`src/rtl/afw_pkg.sv`:
```
// Shared types, codes and sizes for the aspect-fit window calculator.
`timescale 1ns / 1ps

package afw_pkg;

    // Coordinate and datapath sizes
    localparam int COORD_BITS     = 13;
    localparam int MODE_BITS      = 3;
    localparam int CFG_INDEX_BITS = 2;
    localparam int QUOT_BITS      = COORD_BITS + 2;   // quotients stay below 16/9 of 2^13
    localparam int PROD_BITS      = 2 * COORD_BITS;
    localparam int SWIN_BITS      = COORD_BITS + 3;   // signed window coordinates
    localparam int CMP_BITS       = COORD_BITS + 4;   // ratio cross products
    localparam int PLAN_BITS      = 3;

    // Draw modes
    localparam logic [MODE_BITS-1:0] MODE_STRETCH       = 3'd0;
    localparam logic [MODE_BITS-1:0] MODE_CROP_16_9     = 3'd1;
    localparam logic [MODE_BITS-1:0] MODE_LETTERBOX     = 3'd2;
    localparam logic [MODE_BITS-1:0] MODE_CROP_4_3      = 3'd3;
    localparam logic [MODE_BITS-1:0] MODE_LETTERBOX_4_3 = 3'd4;

    // Configuration register indexes
    localparam logic [CFG_INDEX_BITS-1:0] REG_DRAW_MODE     = 2'd0;
    localparam logic [CFG_INDEX_BITS-1:0] REG_TARGET_WIDTH  = 2'd1;
    localparam logic [CFG_INDEX_BITS-1:0] REG_TARGET_HEIGHT = 2'd2;

    // Reset values of the target size
    localparam logic [COORD_BITS-1:0] TARGET_WIDTH_RST  = 13'd1280;
    localparam logic [COORD_BITS-1:0] TARGET_HEIGHT_RST = 13'd720;

    // Ratio terms
    localparam logic [COORD_BITS-1:0] RATIO_WIDE_NUM = 13'd16;
    localparam logic [COORD_BITS-1:0] RATIO_WIDE_DEN = 13'd9;
    localparam logic [COORD_BITS-1:0] RATIO_STD_NUM  = 13'd4;
    localparam logic [COORD_BITS-1:0] RATIO_STD_DEN  = 13'd3;
    localparam logic [COORD_BITS-1:0] DIVISOR_ONE    = 13'd1;

    // What the placement stage does with the quotient
    localparam logic [PLAN_BITS-1:0] PLAN_NONE    = 3'd0;  // zero camera size
    localparam logic [PLAN_BITS-1:0] PLAN_STRETCH = 3'd1;
    localparam logic [PLAN_BITS-1:0] PLAN_SRC_H   = 3'd2;  // crop camera width
    localparam logic [PLAN_BITS-1:0] PLAN_SRC_V   = 3'd3;  // crop camera height
    localparam logic [PLAN_BITS-1:0] PLAN_DST_V   = 3'd4;  // bars above and below
    localparam logic [PLAN_BITS-1:0] PLAN_DST_H   = 3'd5;  // bars left and right

    typedef struct packed {
        logic [COORD_BITS-1:0] camera_width;
        logic [COORD_BITS-1:0] camera_height;
    } cam_t;

    typedef struct packed {
        logic [COORD_BITS-1:0] src_left;
        logic [COORD_BITS-1:0] src_top;
        logic [COORD_BITS-1:0] src_right;
        logic [COORD_BITS-1:0] src_bottom;
        logic [COORD_BITS-1:0] dst_left;
        logic [COORD_BITS-1:0] dst_top;
        logic [COORD_BITS-1:0] dst_right;
        logic [COORD_BITS-1:0] dst_bottom;
        logic                  window_valid;
    } result_t;

    typedef struct packed {
        logic [PLAN_BITS-1:0]  plan;
        logic [COORD_BITS-1:0] w;
        logic [COORD_BITS-1:0] h;
    } side_t;

    typedef struct packed {
        side_t                 side;
        logic [COORD_BITS-1:0] opa;
        logic [COORD_BITS-1:0] opb;
        logic [COORD_BITS-1:0] divisor;
    } op_t;

    typedef struct packed {
        side_t                 side;
        logic [COORD_BITS-1:0] rem;
        logic [QUOT_BITS-1:0]  work;     // dividend bits out at the top, quotient in below
        logic [COORD_BITS-1:0] divisor;
    } div_t;

    typedef struct packed {
        logic signed [SWIN_BITS-1:0] l;
        logic signed [SWIN_BITS-1:0] t;
        logic signed [SWIN_BITS-1:0] r;
        logic signed [SWIN_BITS-1:0] b;
    } swin_t;

    typedef struct packed {
        swin_t                 src;
        swin_t                 dst;
        logic [COORD_BITS-1:0] w;
        logic [COORD_BITS-1:0] h;
        logic                  valid;
    } place_t;

endpackage

```
`src/rtl/afw_prep.sv`:
```
// Operand setup: ratio test, mode decode and dividend multiply, two stages.
`timescale 1ns / 1ps

module afw_prep (
    input  logic                           clk,
    input  logic                           rst_n,
    input  logic [afw_pkg::MODE_BITS-1:0]  draw_mode,
    input  logic [afw_pkg::COORD_BITS-1:0] target_width,
    input  logic [afw_pkg::COORD_BITS-1:0] target_height,
    input  logic                           take_valid,
    output logic                           take_ready,
    input  afw_pkg::cam_t                  take_data,
    output logic                           give_valid,
    input  logic                           give_ready,
    output afw_pkg::div_t                  give_data
);

    logic                                op_valid_reg;
    afw_pkg::op_t                        op_reg;
    afw_pkg::op_t                        op_next;
    logic                                div_valid_reg;
    afw_pkg::div_t                       div_reg;
    afw_pkg::div_t                       div_next;
    logic                                op_ready;
    logic [afw_pkg::COORD_BITS-1:0]      w;
    logic [afw_pkg::COORD_BITS-1:0]      h;
    logic [afw_pkg::CMP_BITS-1:0]        w_ext;
    logic [afw_pkg::CMP_BITS-1:0]        h_ext;
    logic                                wide_16_9;
    logic                                wide_4_3;
    logic [afw_pkg::PROD_BITS-1:0]       prod;

    assign w = take_data.camera_width;
    assign h = take_data.camera_height;
    assign w_ext = {{(afw_pkg::CMP_BITS-afw_pkg::COORD_BITS){1'b0}}, w};
    assign h_ext = {{(afw_pkg::CMP_BITS-afw_pkg::COORD_BITS){1'b0}}, h};

    // Compare the frame ratio against 16:9 and 4:3 by cross products
    assign wide_16_9 = ((w_ext << 3) + w_ext) > (h_ext << 4);
    assign wide_4_3  = ((w_ext << 1) + w_ext) > (h_ext << 2);

    // Pick the division that the mode and ratio call for
    always_comb
    begin
        op_next.side.w    = w;
        op_next.side.h    = h;
        op_next.side.plan = afw_pkg::PLAN_STRETCH;
        op_next.opa       = '0;
        op_next.opb       = '0;
        op_next.divisor   = afw_pkg::DIVISOR_ONE;
        unique case (draw_mode)
            afw_pkg::MODE_CROP_16_9:
            begin
                if (wide_16_9)
                begin
                    op_next.side.plan = afw_pkg::PLAN_SRC_H;
                    op_next.opa       = h;
                    op_next.opb       = afw_pkg::RATIO_WIDE_NUM;
                    op_next.divisor   = afw_pkg::RATIO_WIDE_DEN;
                end
                else
                begin
                    op_next.side.plan = afw_pkg::PLAN_SRC_V;
                    op_next.opa       = w;
                    op_next.opb       = afw_pkg::RATIO_WIDE_DEN;
                    op_next.divisor   = afw_pkg::RATIO_WIDE_NUM;
                end
            end
            afw_pkg::MODE_LETTERBOX:
            begin
                if (wide_16_9)
                begin
                    op_next.side.plan = afw_pkg::PLAN_DST_V;
                    op_next.opa       = target_width;
                    op_next.opb       = h;
                    op_next.divisor   = w;
                end
                else
                begin
                    op_next.side.plan = afw_pkg::PLAN_DST_H;
                    op_next.opa       = target_height;
                    op_next.opb       = w;
                    op_next.divisor   = h;
                end
            end
            afw_pkg::MODE_CROP_4_3:
            begin
                if (wide_4_3)
                begin
                    op_next.side.plan = afw_pkg::PLAN_SRC_H;
                    op_next.opa       = h;
                    op_next.opb       = afw_pkg::RATIO_STD_NUM;
                    op_next.divisor   = afw_pkg::RATIO_STD_DEN;
                end
                else
                begin
                    op_next.side.plan = afw_pkg::PLAN_SRC_V;
                    op_next.opa       = w;
                    op_next.opb       = afw_pkg::RATIO_STD_DEN;
                    op_next.divisor   = afw_pkg::RATIO_STD_NUM;
                end
            end
            afw_pkg::MODE_LETTERBOX_4_3:
            begin
                if (wide_4_3)
                begin
                    op_next.side.plan = afw_pkg::PLAN_DST_V;
                    op_next.opa       = target_height;
                    op_next.opb       = afw_pkg::RATIO_STD_DEN;
                    op_next.divisor   = afw_pkg::RATIO_STD_NUM;
                end
                else
                begin
                    op_next.side.plan = afw_pkg::PLAN_DST_H;
                    op_next.opa       = target_width;
                    op_next.opb       = afw_pkg::RATIO_STD_NUM;
                    op_next.divisor   = afw_pkg::RATIO_STD_DEN;
                end
            end
            default:
            begin
                op_next.side.plan = afw_pkg::PLAN_STRETCH;
            end
        endcase
        // Zero camera size: nothing to divide
        if (w == '0 || h == '0)
        begin
            op_next.side.plan = afw_pkg::PLAN_NONE;
            op_next.opa       = '0;
            op_next.opb       = '0;
            op_next.divisor   = afw_pkg::DIVISOR_ONE;
        end
    end

    // Form the dividend and split it into the first remainder and the shift word
    assign prod = {{afw_pkg::COORD_BITS{1'b0}}, op_reg.opa}
                * {{afw_pkg::COORD_BITS{1'b0}}, op_reg.opb};

    always_comb
    begin
        div_next.side    = op_reg.side;
        div_next.divisor = op_reg.divisor;
        div_next.rem     = {{(afw_pkg::COORD_BITS-(afw_pkg::PROD_BITS-afw_pkg::QUOT_BITS)){1'b0}},
                            prod[afw_pkg::PROD_BITS-1:afw_pkg::QUOT_BITS]};
        div_next.work    = prod[afw_pkg::QUOT_BITS-1:0];
    end

    // Handshake between the two stages
    assign op_ready   = !div_valid_reg || give_ready;
    assign take_ready = !op_valid_reg || op_ready;
    assign give_valid = div_valid_reg;
    assign give_data  = div_reg;

    always_ff @(posedge clk or negedge rst_n)
    begin
        if (!rst_n)
        begin
            op_valid_reg  <= 1'b0;
            div_valid_reg <= 1'b0;
        end
        else
        begin
            if (take_ready)
            begin
                op_valid_reg <= take_valid;
            end
            if (op_ready)
            begin
                div_valid_reg <= op_valid_reg;
            end
        end
    end

    // Load payload on each transaction
    always_ff @(posedge clk)
    begin
        if (take_ready && take_valid)
        begin
            op_reg <= op_next;
        end
        if (op_ready && op_valid_reg)
        begin
            div_reg <= div_next;
        end
    end

endmodule

```
`src/rtl/afw_div_cell.sv`:
```
// One restoring divider cell: produces one quotient bit per pass.
`timescale 1ns / 1ps

module afw_div_cell (
    input  logic          clk,
    input  logic          rst_n,
    input  logic          take_valid,
    output logic          take_ready,
    input  afw_pkg::div_t take_data,
    output logic          give_valid,
    input  logic          give_ready,
    output afw_pkg::div_t give_data
);

    logic                              valid_reg;
    afw_pkg::div_t                     data_reg;
    afw_pkg::div_t                     data_next;
    logic [afw_pkg::COORD_BITS:0]      acc;
    logic [afw_pkg::COORD_BITS:0]      diff;
    logic                              fits;

    // Shift in the next dividend bit and try the subtract
    assign acc  = {take_data.rem, take_data.work[afw_pkg::QUOT_BITS-1]};
    assign diff = acc - {1'b0, take_data.divisor};
    assign fits = acc >= {1'b0, take_data.divisor};

    always_comb
    begin
        data_next.side    = take_data.side;
        data_next.divisor = take_data.divisor;
        data_next.rem     = fits ? diff[afw_pkg::COORD_BITS-1:0]
                                 : acc[afw_pkg::COORD_BITS-1:0];
        data_next.work    = {take_data.work[afw_pkg::QUOT_BITS-2:0], fits};
    end

    assign take_ready = !valid_reg || give_ready;
    assign give_valid = valid_reg;
    assign give_data  = data_reg;

    always_ff @(posedge clk or negedge rst_n)
    begin
        if (!rst_n)
        begin
            valid_reg <= 1'b0;
        end
        else if (take_ready)
        begin
            valid_reg <= take_valid;
        end
    end

    // Advance payload with the transaction
    always_ff @(posedge clk)
    begin
        if (take_ready && take_valid)
        begin
            data_reg <= data_next;
        end
    end

endmodule

```
`src/rtl/afw_place.sv`:
```
// Window placement: centers the divided size into the source or destination window, or keeps full frames for stretch.
`timescale 1ns / 1ps

module afw_place (
    input  logic                           clk,
    input  logic                           rst_n,
    input  logic [afw_pkg::COORD_BITS-1:0] target_width,
    input  logic [afw_pkg::COORD_BITS-1:0] target_height,
    input  logic                           take_valid,
    output logic                           take_ready,
    input  afw_pkg::div_t                  take_data,
    output logic                           give_valid,
    input  logic                           give_ready,
    output afw_pkg::place_t                give_data
);

    logic                               valid_reg;
    afw_pkg::place_t                    data_reg;
    afw_pkg::place_t                    data_next;
    logic signed [afw_pkg::SWIN_BITS-1:0] ws;
    logic signed [afw_pkg::SWIN_BITS-1:0] hs;
    logic signed [afw_pkg::SWIN_BITS-1:0] tws;
    logic signed [afw_pkg::SWIN_BITS-1:0] ths;
    logic signed [afw_pkg::SWIN_BITS-1:0] qs;
    logic signed [afw_pkg::SWIN_BITS-1:0] span;
    logic signed [afw_pkg::SWIN_BITS-1:0] gap;
    logic signed [afw_pkg::SWIN_BITS-1:0] off;

    // Widen everything to signed window coordinates
    assign ws  = $signed({{(afw_pkg::SWIN_BITS-afw_pkg::COORD_BITS){1'b0}}, take_data.side.w});
    assign hs  = $signed({{(afw_pkg::SWIN_BITS-afw_pkg::COORD_BITS){1'b0}}, take_data.side.h});
    assign tws = $signed({{(afw_pkg::SWIN_BITS-afw_pkg::COORD_BITS){1'b0}}, target_width});
    assign ths = $signed({{(afw_pkg::SWIN_BITS-afw_pkg::COORD_BITS){1'b0}}, target_height});
    assign qs  = $signed({{(afw_pkg::SWIN_BITS-afw_pkg::QUOT_BITS){1'b0}}, take_data.work});

    // Pick the span the quotient is centered in
    always_comb
    begin
        case (take_data.side.plan)
            afw_pkg::PLAN_SRC_H: span = ws;
            afw_pkg::PLAN_SRC_V: span = hs;
            afw_pkg::PLAN_DST_V: span = ths;
            afw_pkg::PLAN_DST_H: span = tws;
            default:             span = qs;
        endcase
    end

    // Halve the leftover space, truncating toward zero
    assign gap = span - qs;
    assign off = $signed(gap + {{(afw_pkg::SWIN_BITS-1){1'b0}},
                                gap[afw_pkg::SWIN_BITS-1]}) >>> 1;

    always_comb
    begin
        data_next.w     = take_data.side.w;
        data_next.h     = take_data.side.h;
        data_next.valid = 1'b1;
        data_next.src   = '{l: '0, t: '0, r: ws, b: hs};
        data_next.dst   = '{l: '0, t: '0, r: tws, b: ths};
        case (take_data.side.plan)
            afw_pkg::PLAN_NONE:
            begin
                data_next.valid = 1'b0;
                data_next.src   = '0;
                data_next.dst   = '0;
            end
            afw_pkg::PLAN_SRC_H: data_next.src = '{l: off, t: '0, r: off + qs, b: hs};
            afw_pkg::PLAN_SRC_V: data_next.src = '{l: '0, t: off, r: ws, b: off + qs};
            afw_pkg::PLAN_DST_V: data_next.dst = '{l: '0, t: off, r: tws, b: off + qs};
            afw_pkg::PLAN_DST_H: data_next.dst = '{l: off, t: '0, r: off + qs, b: ths};
            default:
            begin
                data_next.valid = 1'b1;
            end
        endcase
    end

    assign take_ready = !valid_reg || give_ready;
    assign give_valid = valid_reg;
    assign give_data  = data_reg;

    always_ff @(posedge clk or negedge rst_n)
    begin
        if (!rst_n)
        begin
            valid_reg <= 1'b0;
        end
        else if (take_ready)
        begin
            valid_reg <= take_valid;
        end
    end

    // Hold the placed windows until the clip stage takes them
    always_ff @(posedge clk)
    begin
        if (take_ready && take_valid)
        begin
            data_reg <= data_next;
        end
    end

endmodule

```
`src/rtl/afw_clip.sv`:
```
// Clip stage and output register: intersects both windows with their frames.
`timescale 1ns / 1ps

module afw_clip (
    input  logic                           clk,
    input  logic                           rst_n,
    input  logic [afw_pkg::COORD_BITS-1:0] target_width,
    input  logic [afw_pkg::COORD_BITS-1:0] target_height,
    input  logic                           take_valid,
    output logic                           take_ready,
    input  afw_pkg::place_t                take_data,
    output logic                           give_valid,
    input  logic                           give_ready,
    output afw_pkg::result_t               give_data
);

    logic              valid_reg;
    afw_pkg::result_t  data_reg;
    afw_pkg::result_t  data_next;
    afw_pkg::swin_t    src_clip;
    afw_pkg::swin_t    dst_clip;

    // Intersect a window with a frame at the origin; no overlap gives zeros
    function automatic afw_pkg::swin_t clip_win(
        input afw_pkg::swin_t                 win,
        input logic [afw_pkg::COORD_BITS-1:0] fw,
        input logic [afw_pkg::COORD_BITS-1:0] fh
    );
        afw_pkg::swin_t                     c;
        logic signed [afw_pkg::SWIN_BITS-1:0] fws;
        logic signed [afw_pkg::SWIN_BITS-1:0] fhs;
        fws = $signed({{(afw_pkg::SWIN_BITS-afw_pkg::COORD_BITS){1'b0}}, fw});
        fhs = $signed({{(afw_pkg::SWIN_BITS-afw_pkg::COORD_BITS){1'b0}}, fh});
        c.l = (win.l < 0) ? '0 : win.l;
        c.t = (win.t < 0) ? '0 : win.t;
        c.r = (win.r > fws) ? fws : win.r;
        c.b = (win.b > fhs) ? fhs : win.b;
        if (c.l >= c.r || c.t >= c.b)
        begin
            c = '0;
        end
        return c;
    endfunction

    assign src_clip = clip_win(take_data.src, take_data.w, take_data.h);
    assign dst_clip = clip_win(take_data.dst, target_width, target_height);

    // Clipped values lie inside the frame, so the low bits carry them
    always_comb
    begin
        data_next.src_left     = src_clip.l[afw_pkg::COORD_BITS-1:0];
        data_next.src_top      = src_clip.t[afw_pkg::COORD_BITS-1:0];
        data_next.src_right    = src_clip.r[afw_pkg::COORD_BITS-1:0];
        data_next.src_bottom   = src_clip.b[afw_pkg::COORD_BITS-1:0];
        data_next.dst_left     = dst_clip.l[afw_pkg::COORD_BITS-1:0];
        data_next.dst_top      = dst_clip.t[afw_pkg::COORD_BITS-1:0];
        data_next.dst_right    = dst_clip.r[afw_pkg::COORD_BITS-1:0];
        data_next.dst_bottom   = dst_clip.b[afw_pkg::COORD_BITS-1:0];
        data_next.window_valid = take_data.valid;
    end

    assign take_ready = !valid_reg || give_ready;
    assign give_valid = valid_reg;
    assign give_data  = data_reg;

    always_ff @(posedge clk or negedge rst_n)
    begin
        if (!rst_n)
        begin
            valid_reg <= 1'b0;
        end
        else if (take_ready)
        begin
            valid_reg <= take_valid;
        end
    end

    // Hold the result until the sink takes the transaction
    always_ff @(posedge clk)
    begin
        if (take_ready && take_valid)
        begin
            data_reg <= data_next;
        end
    end

endmodule

```
`src/rtl/aspect_fit_window_calc.sv`:
```
// Path from an accepted transaction to its result: 2 setup, 15 divider, 2 out (place, clip) stages.
// Throughput: one transaction per cycle while win_stall is low; the 15-cell divider chain is fully pipelined.
// The divider chain yields one quotient bit per cell.
// Stalls fill bubbles first; input stall rises only when every stage holds data.
// Reset empties the pipeline and loads draw_mode 0, target 1280 x 720.
`timescale 1ns / 1ps

module aspect_fit_window_calc (
    input  logic                               clk,
    input  logic                               rst_n,
    input  logic                               cfg_valid,
    output logic                               cfg_ready,
    input  logic [afw_pkg::CFG_INDEX_BITS-1:0] cfg_index,
    input  logic [afw_pkg::COORD_BITS-1:0]     cfg_data,
    input  logic                               cam_valid,
    output logic                               cam_stall,
    input  afw_pkg::cam_t                      cam_data,
    output logic                               win_valid,
    input  logic                               win_stall,
    output afw_pkg::result_t                   win_data
);

    logic [afw_pkg::MODE_BITS-1:0]  draw_mode_reg;
    logic [afw_pkg::COORD_BITS-1:0] target_width_reg;
    logic [afw_pkg::COORD_BITS-1:0] target_height_reg;
    logic                           prep_ready;
    logic                           chain_valid [0:afw_pkg::QUOT_BITS];
    logic                           chain_ready [0:afw_pkg::QUOT_BITS];
    afw_pkg::div_t                  chain_data  [0:afw_pkg::QUOT_BITS];
    logic                           place_valid;
    logic                           place_ready;
    afw_pkg::place_t                place_data;
    logic                           clip_ready;

    // Configuration writes are always taken
    assign cfg_ready = 1'b1;

    always_ff @(posedge clk or negedge rst_n)
    begin
        if (!rst_n)
        begin
            draw_mode_reg     <= afw_pkg::MODE_STRETCH;
            target_width_reg  <= afw_pkg::TARGET_WIDTH_RST;
            target_height_reg <= afw_pkg::TARGET_HEIGHT_RST;
        end
        else if (cfg_valid && cfg_ready)
        begin
            unique case (cfg_index)
                afw_pkg::REG_DRAW_MODE:     draw_mode_reg     <= cfg_data[afw_pkg::MODE_BITS-1:0];
                afw_pkg::REG_TARGET_WIDTH:  target_width_reg  <= cfg_data;
                afw_pkg::REG_TARGET_HEIGHT: target_height_reg <= cfg_data;
                default:
                begin
                    draw_mode_reg <= draw_mode_reg;
                end
            endcase
        end
    end

    // Setup stages feed the head of the divider chain
    assign cam_stall = !prep_ready;

    afw_prep u_prep (
        .clk           (clk),
        .rst_n         (rst_n),
        .draw_mode     (draw_mode_reg),
        .target_width  (target_width_reg),
        .target_height (target_height_reg),
        .take_valid    (cam_valid),
        .take_ready    (prep_ready),
        .take_data     (cam_data),
        .give_valid    (chain_valid[0]),
        .give_ready    (chain_ready[0]),
        .give_data     (chain_data[0])
    );

    // Divider chain, one quotient bit per cell
    for (genvar i = 0; i < afw_pkg::QUOT_BITS; i++)
    begin : g_cell
        afw_div_cell u_cell (
            .clk        (clk),
            .rst_n      (rst_n),
            .take_valid (chain_valid[i]),
            .take_ready (chain_ready[i]),
            .take_data  (chain_data[i]),
            .give_valid (chain_valid[i+1]),
            .give_ready (chain_ready[i+1]),
            .give_data  (chain_data[i+1])
        );
    end

    assign chain_ready[afw_pkg::QUOT_BITS] = place_ready;

    afw_place u_place (
        .clk           (clk),
        .rst_n         (rst_n),
        .target_width  (target_width_reg),
        .target_height (target_height_reg),
        .take_valid    (chain_valid[afw_pkg::QUOT_BITS]),
        .take_ready    (place_ready),
        .take_data     (chain_data[afw_pkg::QUOT_BITS]),
        .give_valid    (place_valid),
        .give_ready    (clip_ready),
        .give_data     (place_data)
    );

    afw_clip u_clip (
        .clk           (clk),
        .rst_n         (rst_n),
        .target_width  (target_width_reg),
        .target_height (target_height_reg),
        .take_valid    (place_valid),
        .take_ready    (clip_ready),
        .take_data     (place_data),
        .give_valid    (win_valid),
        .give_ready    (!win_stall),
        .give_data     (win_data)
    );

endmodule
```
`config.mk`:
```
export PLATFORM = sky130hd
export DESIGN_NAME = aspect_fit_window_calc
export DESIGN_NICKNAME = d
export VERILOG_FILES = /design/src/rtl/afw_pkg.sv /design/src/rtl/afw_prep.sv /design/src/rtl/afw_div_cell.sv /design/src/rtl/afw_place.sv /design/src/rtl/afw_clip.sv /design/src/rtl/aspect_fit_window_calc.sv
export SDC_FILE = /design/constraint.sdc
export NUM_CORES = 2
export LEC_CHECK = 0
export BUFFER_PORTS_ARGS = -buffer_cell sky130_fd_sc_hd__buf_2
export CAP_MARGIN = 10
export CELL_PAD_IN_SITES_DETAIL_PLACEMENT = 0
export CELL_PAD_IN_SITES_GLOBAL_PLACEMENT = 1
export CORE_MARGIN = 4
export CORE_UTILIZATION = 50
export CTS_CLUSTER_DIAMETER = 50
export DETAILED_ROUTE_END_ITERATION = 10
export PLACE_DENSITY_LB_ADDON = 0.1
export REMOVE_ABC_BUFFERS = 1
export SLEW_MARGIN = 0
export SYNTH_ARGS = -nofsm -noshare
export SYNTH_HDL_FRONTEND = slang
export SYNTH_SLANG_ARGS = --single-unit
```
`constraint.sdc`:
```
create_clock -name clk -period 11.75 [get_ports clk]
set_input_delay 0 -clock clk [delete_from_list [all_inputs] [get_ports clk]]
set_output_delay 0 -clock clk [all_outputs]
set_load 0.01 [all_outputs]
```
# Yosys cells after proc, flatten, opt, wreduce, memory -nomap -nowiden
# Cells that the tools add are included.
dict set report totals {
  inputBits 46
  output_inout_bits 108
  elab_cells 307
  reg_bits 1468
}
dict set report op_classes {
  eq_ne 10
  n_mux 36
  reduce_logical 69
  order_cmp 29
  n_addsub 19
  n_mul 1
}
# cell n
set op_table {}
lappend op_table {{$pmux 64 s3} 2}
lappend op_table {{$ge 14x13->1} 14}
lappend op_table {{$mux 13} 13}
lappend op_table {{$sub 13x13->13} 13}
lappend op_table {{$mux 39} 4}
lappend op_table {{$pmux 39 s4} 1}
lappend op_table {{$mux 16} 8}
lappend op_table {{$ge 16x16->1} 4}
lappend op_table {{$gt 16x14->1} 4}
lappend op_table {{$lt 16x1->1 const B} 4}
lappend op_table {{$pmux 15 s4} 1}
lappend op_table {{$logic_not 13->1} 2}
lappend op_table {{$mul 13x13->26} 1}
lappend op_table {{$logic_or 1x1->1} 22}
lappend op_table {{$logic_not 1->1} 21}
lappend op_table {{$logic_and 1x1->1} 19}
lappend op_table {{$add 16x13->17} 1}
lappend op_table {{$gt 17x15->1} 1}
lappend op_table {{$gt 17x17->1} 1}
lappend op_table {{$add 15x16->16} 1}
lappend op_table {{$add 16x1->16} 1}
lappend op_table {{$sub 15x15->16} 1}
lappend op_table {{$add 14x13->15} 1}
lappend op_table {{$ge 12x13->1} 1}
lappend op_table {{12 further kinds} 23}

# Depth between registers and ports, before layout
dict set report depth {
  depth_word 21
  depth_mapped 30
}

# Hierarchy
# Synthesis repeated with hierarchy kept, for this count alone.
dict set report unflattened {
  hier_cells 5438
  area_unflattened_um2 74437.6
}
# mod area_per_inst_um2 seq_area_each_um2 cells_per_inst n_inst
set modules_own_cells {}
lappend modules_own_cells {{afw_div_cell at g_cell[0].u_cell ...} 2995.4 2127.0 182 12}
lappend modules_own_cells {afw_prep 12837.3 4134.0 1275 1}
lappend modules_own_cells {{afw_div_cell at g_cell[11].u_cell ...} 2996.6 2127.0 182 3}
lappend modules_own_cells {afw_place 7805.0 4559.4 673 1}
lappend modules_own_cells {afw_clip 7632.3 3178.0 693 1}
lappend modules_own_cells {aspect_fit_window_calc 1228.7 733.2 67 1}

# Worst setup path after synthesis
# Ideal clock, no wire load.
dict set report synth_timing {
  path_kind {flip-flop to flip-flop}
  startpoint {register u_clip.valid_reg (netlist: u_clip.give_valid)}
  endpoint {register u_clip.data_reg, in the netlist u_clip.give_data[0] (enable)}
  t_required_ps 11022
  stages_incl_launch_ff 2
  setup_ps 728
  period_less_slack_ps 8699
  path_slack_ps 3051
  arrival_ps 7972
  cell_sequence {dfrtp_1 -> a21boi_0}
}
dict set report synth_via {
  elab_chain_len 3
}
# item line
set synth_lines {}
lappend synth_lines {{start: declaration} afw_clip.sv:17} ;# logic valid_reg;
lappend synth_lines {{start signal: assignment} afw_clip.sv:74} ;# valid_reg <= take_valid;
lappend synth_lines {{$logic_not 1->1} afw_clip.sv:62} ;# assign take_ready = !valid_reg || give_ready;
lappend synth_lines {{$logic_or 1x1->1} afw_clip.sv:62}
lappend synth_lines {{$logic_and 1x1->1} afw_clip.sv:81} ;# if (take_ready && take_valid)
lappend synth_lines {{end signal: assignment} afw_clip.sv:83} ;# data_reg <= data_next;
lappend synth_lines {{end: declaration} afw_clip.sv:18} ;# afw_pkg::result_t data_reg;
# No other way between the ends.
# A chain may end at the register's enable or synchronous reset.

==> results.sh <==
export IMPL_status="finished, final reports clean"
export IMPL_grtUsageTotal_pct=21.0
export IMPL_portBuffers=152
export IMPL_clkSinkCount=1464
export IMPL_arrival_ns=8.23
export IMPL_wl_um=153000
export IMPL_drt_pre_antenna_iters=5
export IMPL_met2_length_um=75800
export IMPL_path_delay_family="compound AO/OA/AOI/OAI gates"
export IMPL_worst_pin_slew_ns=1.26
export IMPL_grt_pass1_wl_um=236000
export IMPL_drive_gt1_share_pct=12.7
export IMPL_antenna_cells=0
export IMPL_synthSimpleGateAreaFrac_pct=8.59
export IMPL_met1Wirelength_um=66100
export IMPL_setup_violations=0
export IMPL_dp_hpwl_um=112000
export IMPL_drc_errors=0
export IMPL_drtAntennaViolNets=0
export IMPL_cp_max_fo=25
export IMPL_synth_compound_area_share_pct=7.18
export IMPL_ys_types=82
export IMPL_vias=39900
export IMPL_die_area_sq_um=147000
export IMPL_die_x_um=383
export IMPL_cp_common_cell="nor2_1"
export IMPL_cp_required_ns=12.38
export IMPL_num_io_pins=154
export IMPL_wl_per_cell_um=20.6
export IMPL_synth_warnings=0
export IMPL_utilization_pct=57.0
export IMPL_hp_class="in -> reg"
export IMPL_grt_antenna_before_repair=2
export IMPL_viasPerCell=5.37
export IMPL_grt_setup_unrepaired="false"
export IMPL_gp_congestion=0.891
export IMPL_cp_num_buf_inv=2
export IMPL_core_area_sq_um=140000
export IMPL_power_density_nw_per_um2=297
export IMPL_dr_wl_met3_um=6510
export IMPL_crit_path_max_incr_delay_ns=1.02
export IMPL_ys_seq_area_share_pct=62.2
export IMPL_yosysMostFrequentCell="edfxtp_1"
export IMPL_cts_path_max_buffers=3
export IMPL_ir_worst_vdd_uv=241
export IMPL_cts_htree_levels=4
export IMPL_final_setup_skew_ns=0.0290
export IMPL_avgSynthCellArea_sq_um=13.7
export IMPL_synth_cells=5115
export IMPL_synth_top_family_by_area="adder cells"
export IMPL_synth_top_cells_by_count="edfxtp_1, inv_1, ha_1"
export IMPL_place_area_sq_um=73400
export IMPL_synth_top_area_share_pct=60.5
export IMPL_cts_tree="done"
export IMPL_end_kind="flop"
export IMPL_relSlewSlack_pct=16.2
export IMPL_routed_top_layer="met4"
export IMPL_synth_xor_area_share_pct=2.65
export IMPL_final_nets=6067
export IMPL_fp_row_count=137
export IMPL_hold_violations=0
export IMPL_cp_start_kind="flop"
export IMPL_finalSetupTns_ns=0
export IMPL_synth_edf_count=1416
export IMPL_synth_top_area_cell="edfxtp_1"
export IMPL_grt_pass1_vias=40000
export IMPL_nFillCells=11400
export IMPL_cts_inserted_buffers=162
export IMPL_drv_cap=0
export IMPL_finalInstanceArea_sq_um=79600
export IMPL_synthAdderAreaFrac_pct=12.1
export IMPL_min_period_ns=7.59
export IMPL_largest_register_ffs=1024
export IMPL_clock_latency_ns=0.80
export IMPL_synth_area_mux_share_pct=3.78
export IMPL_clockRootBuffer="clkbuf_16"
export IMPL_clock_fmax_ghz=0.132
export IMPL_synth_area_top_cells="edfxtp_1, ha_1, fa_1, inv_1, mux2_2"
export IMPL_syn2layout_area_growth_pct=13.2
export IMPL_grt_ovfl_total=0
export IMPL_min_period_over_period_pct=64.6
export IMPL_die_y_um=383
export IMPL_synthesis_area_sq_um=70300
export IMPL_async_reset_ff_share_pct=3.28
export IMPL_drtIter0Drc=2321
export IMPL_p_leak_nw=31.9
export IMPL_path_class="reg -> reg"
export IMPL_path_clk_slew_ns=0.06
export IMPL_drv_slew=0
export IMPL_yosys_most_used_dff="edfxtp_1"
export IMPL_initial_core_util_pct=50.4
export IMPL_ys_ff_latch=1464
export IMPL_crit_slowest_cell="and2_1"
export IMPL_grt_max_degree=76
-- metrics by stage --
| stage | setup slack (ns) | hold WS, ns | power, mW | cells |
|---|---|---|---|---|
| floorplan | 3.05 | -0.296 | 15.4 | 5002 |
| global placement | 4.30 | 0.147 | 18.6 | 7077 |
| detailed placement | 4.19 | 0.164 | 18.6 | 7077 |
| CTS | 4.17 | 0.00682 | 23.9 | 7435 |
| global route | 3.54 | 0.0392 | 25.3 | 7436 |
| finish | 4.16 | 0.0567 | 23.7 | 7436 |
-- final timing paths --
kind | start | endpoint | slack (ns) | depth (start not counted)
max | g_cell[14].u_cell.give_data[69] | u_place.give_data[122] | 4.16 | 28
min | cfg_data[5] | target_width_reg[5] | 0.06 | 3
max reg2reg | g_cell[14].u_cell.give_data[69] | u_place.give_data[122] | 4.16 | 28
min reg2reg | g_cell[2].u_cell.give_data[15] | g_cell[3].u_cell.give_data[16] | 0.40 | 0
max in group asynchronous | rst_n | g_cell[6].u_cell.give_valid | 10.83 | 4
min in group asynchronous | rst_n | target_width_reg[6] | 0.44 | 4
-- metal layers --
layer / up-vias / GRT usage [%]
li1: 19300 / -
met1: 19600 / 27.5
met2: 854 / 35.9
met3: 275 / 3.30
met4: 0 / 7.28
met5: - / 0
-- logic make-up (layout without fill, tap and decap cells) --
| kind of cell | after synthesis | in the layout |
|---|---|---|
| compound gates | 785 | 785 |
| fa+ha+maj | 597 | 597 |
| buf+inv | 640 | 1085 |
| xor+xnor | 213 | 213 |
| mux | 244 | 244 |
| flops | 1464 | 1464 |
| simple gates | 1171 | 1171 |
| other cells | 1 | 1 |
-- tightest hold or removal path: cells and delay by family --
kind / cells / cell delay [ns]
buf+inv: 2 / 0.68
mux: 1 / 0.14
-- power by group --
part	switching (mW)	total [mW]	leakage, nW	internal (mW)
sequential	0.802	8.35	14.5	7.55
combinational	6.09	10.2	14.8	4.13
clock	2.11	5.09	2.66	2.98
-- layout make-up --
cell class	instances	area, sq um	share of cell area (%)
clock buffer	198	4270	5.37
multi-input combinational	3011	24300	30.5
clock inverter	102	1240	1.56
inverter	527	1980	2.49
timing repair buffer	258	1720	2.16
tap	1876	2350	2.95
sequential	1464	43700	55.0
-- timing repair --
item / CTS / global route
hold buffers: 58 / 0
gates resized for setup: 0 / 0
hold endpoints to repair: 199 / 0
buffers inserted: 0 / 0
-- cells in the final DEF, fill, tap and decap left out, drive strengths merged, types with 42 or more instances in the layout --
master,n
a21o,111
a21oi,219
and2,91
buf,200
clkbuf,198
clkinv,63
dfrtp,42
dlygate4sd3,58
edfxtp,1416
fa,139
ha,458
inv,541
mux2,170
mux2i,74
nand2,236
nand3,71
nand4,62
nor2,251
nor2b,131
nor3,101
nor3b,51
o21ai,181
or2,42
xnor2,124
xor2,89
No activity file was read; power rests on OpenSTA's default activity.
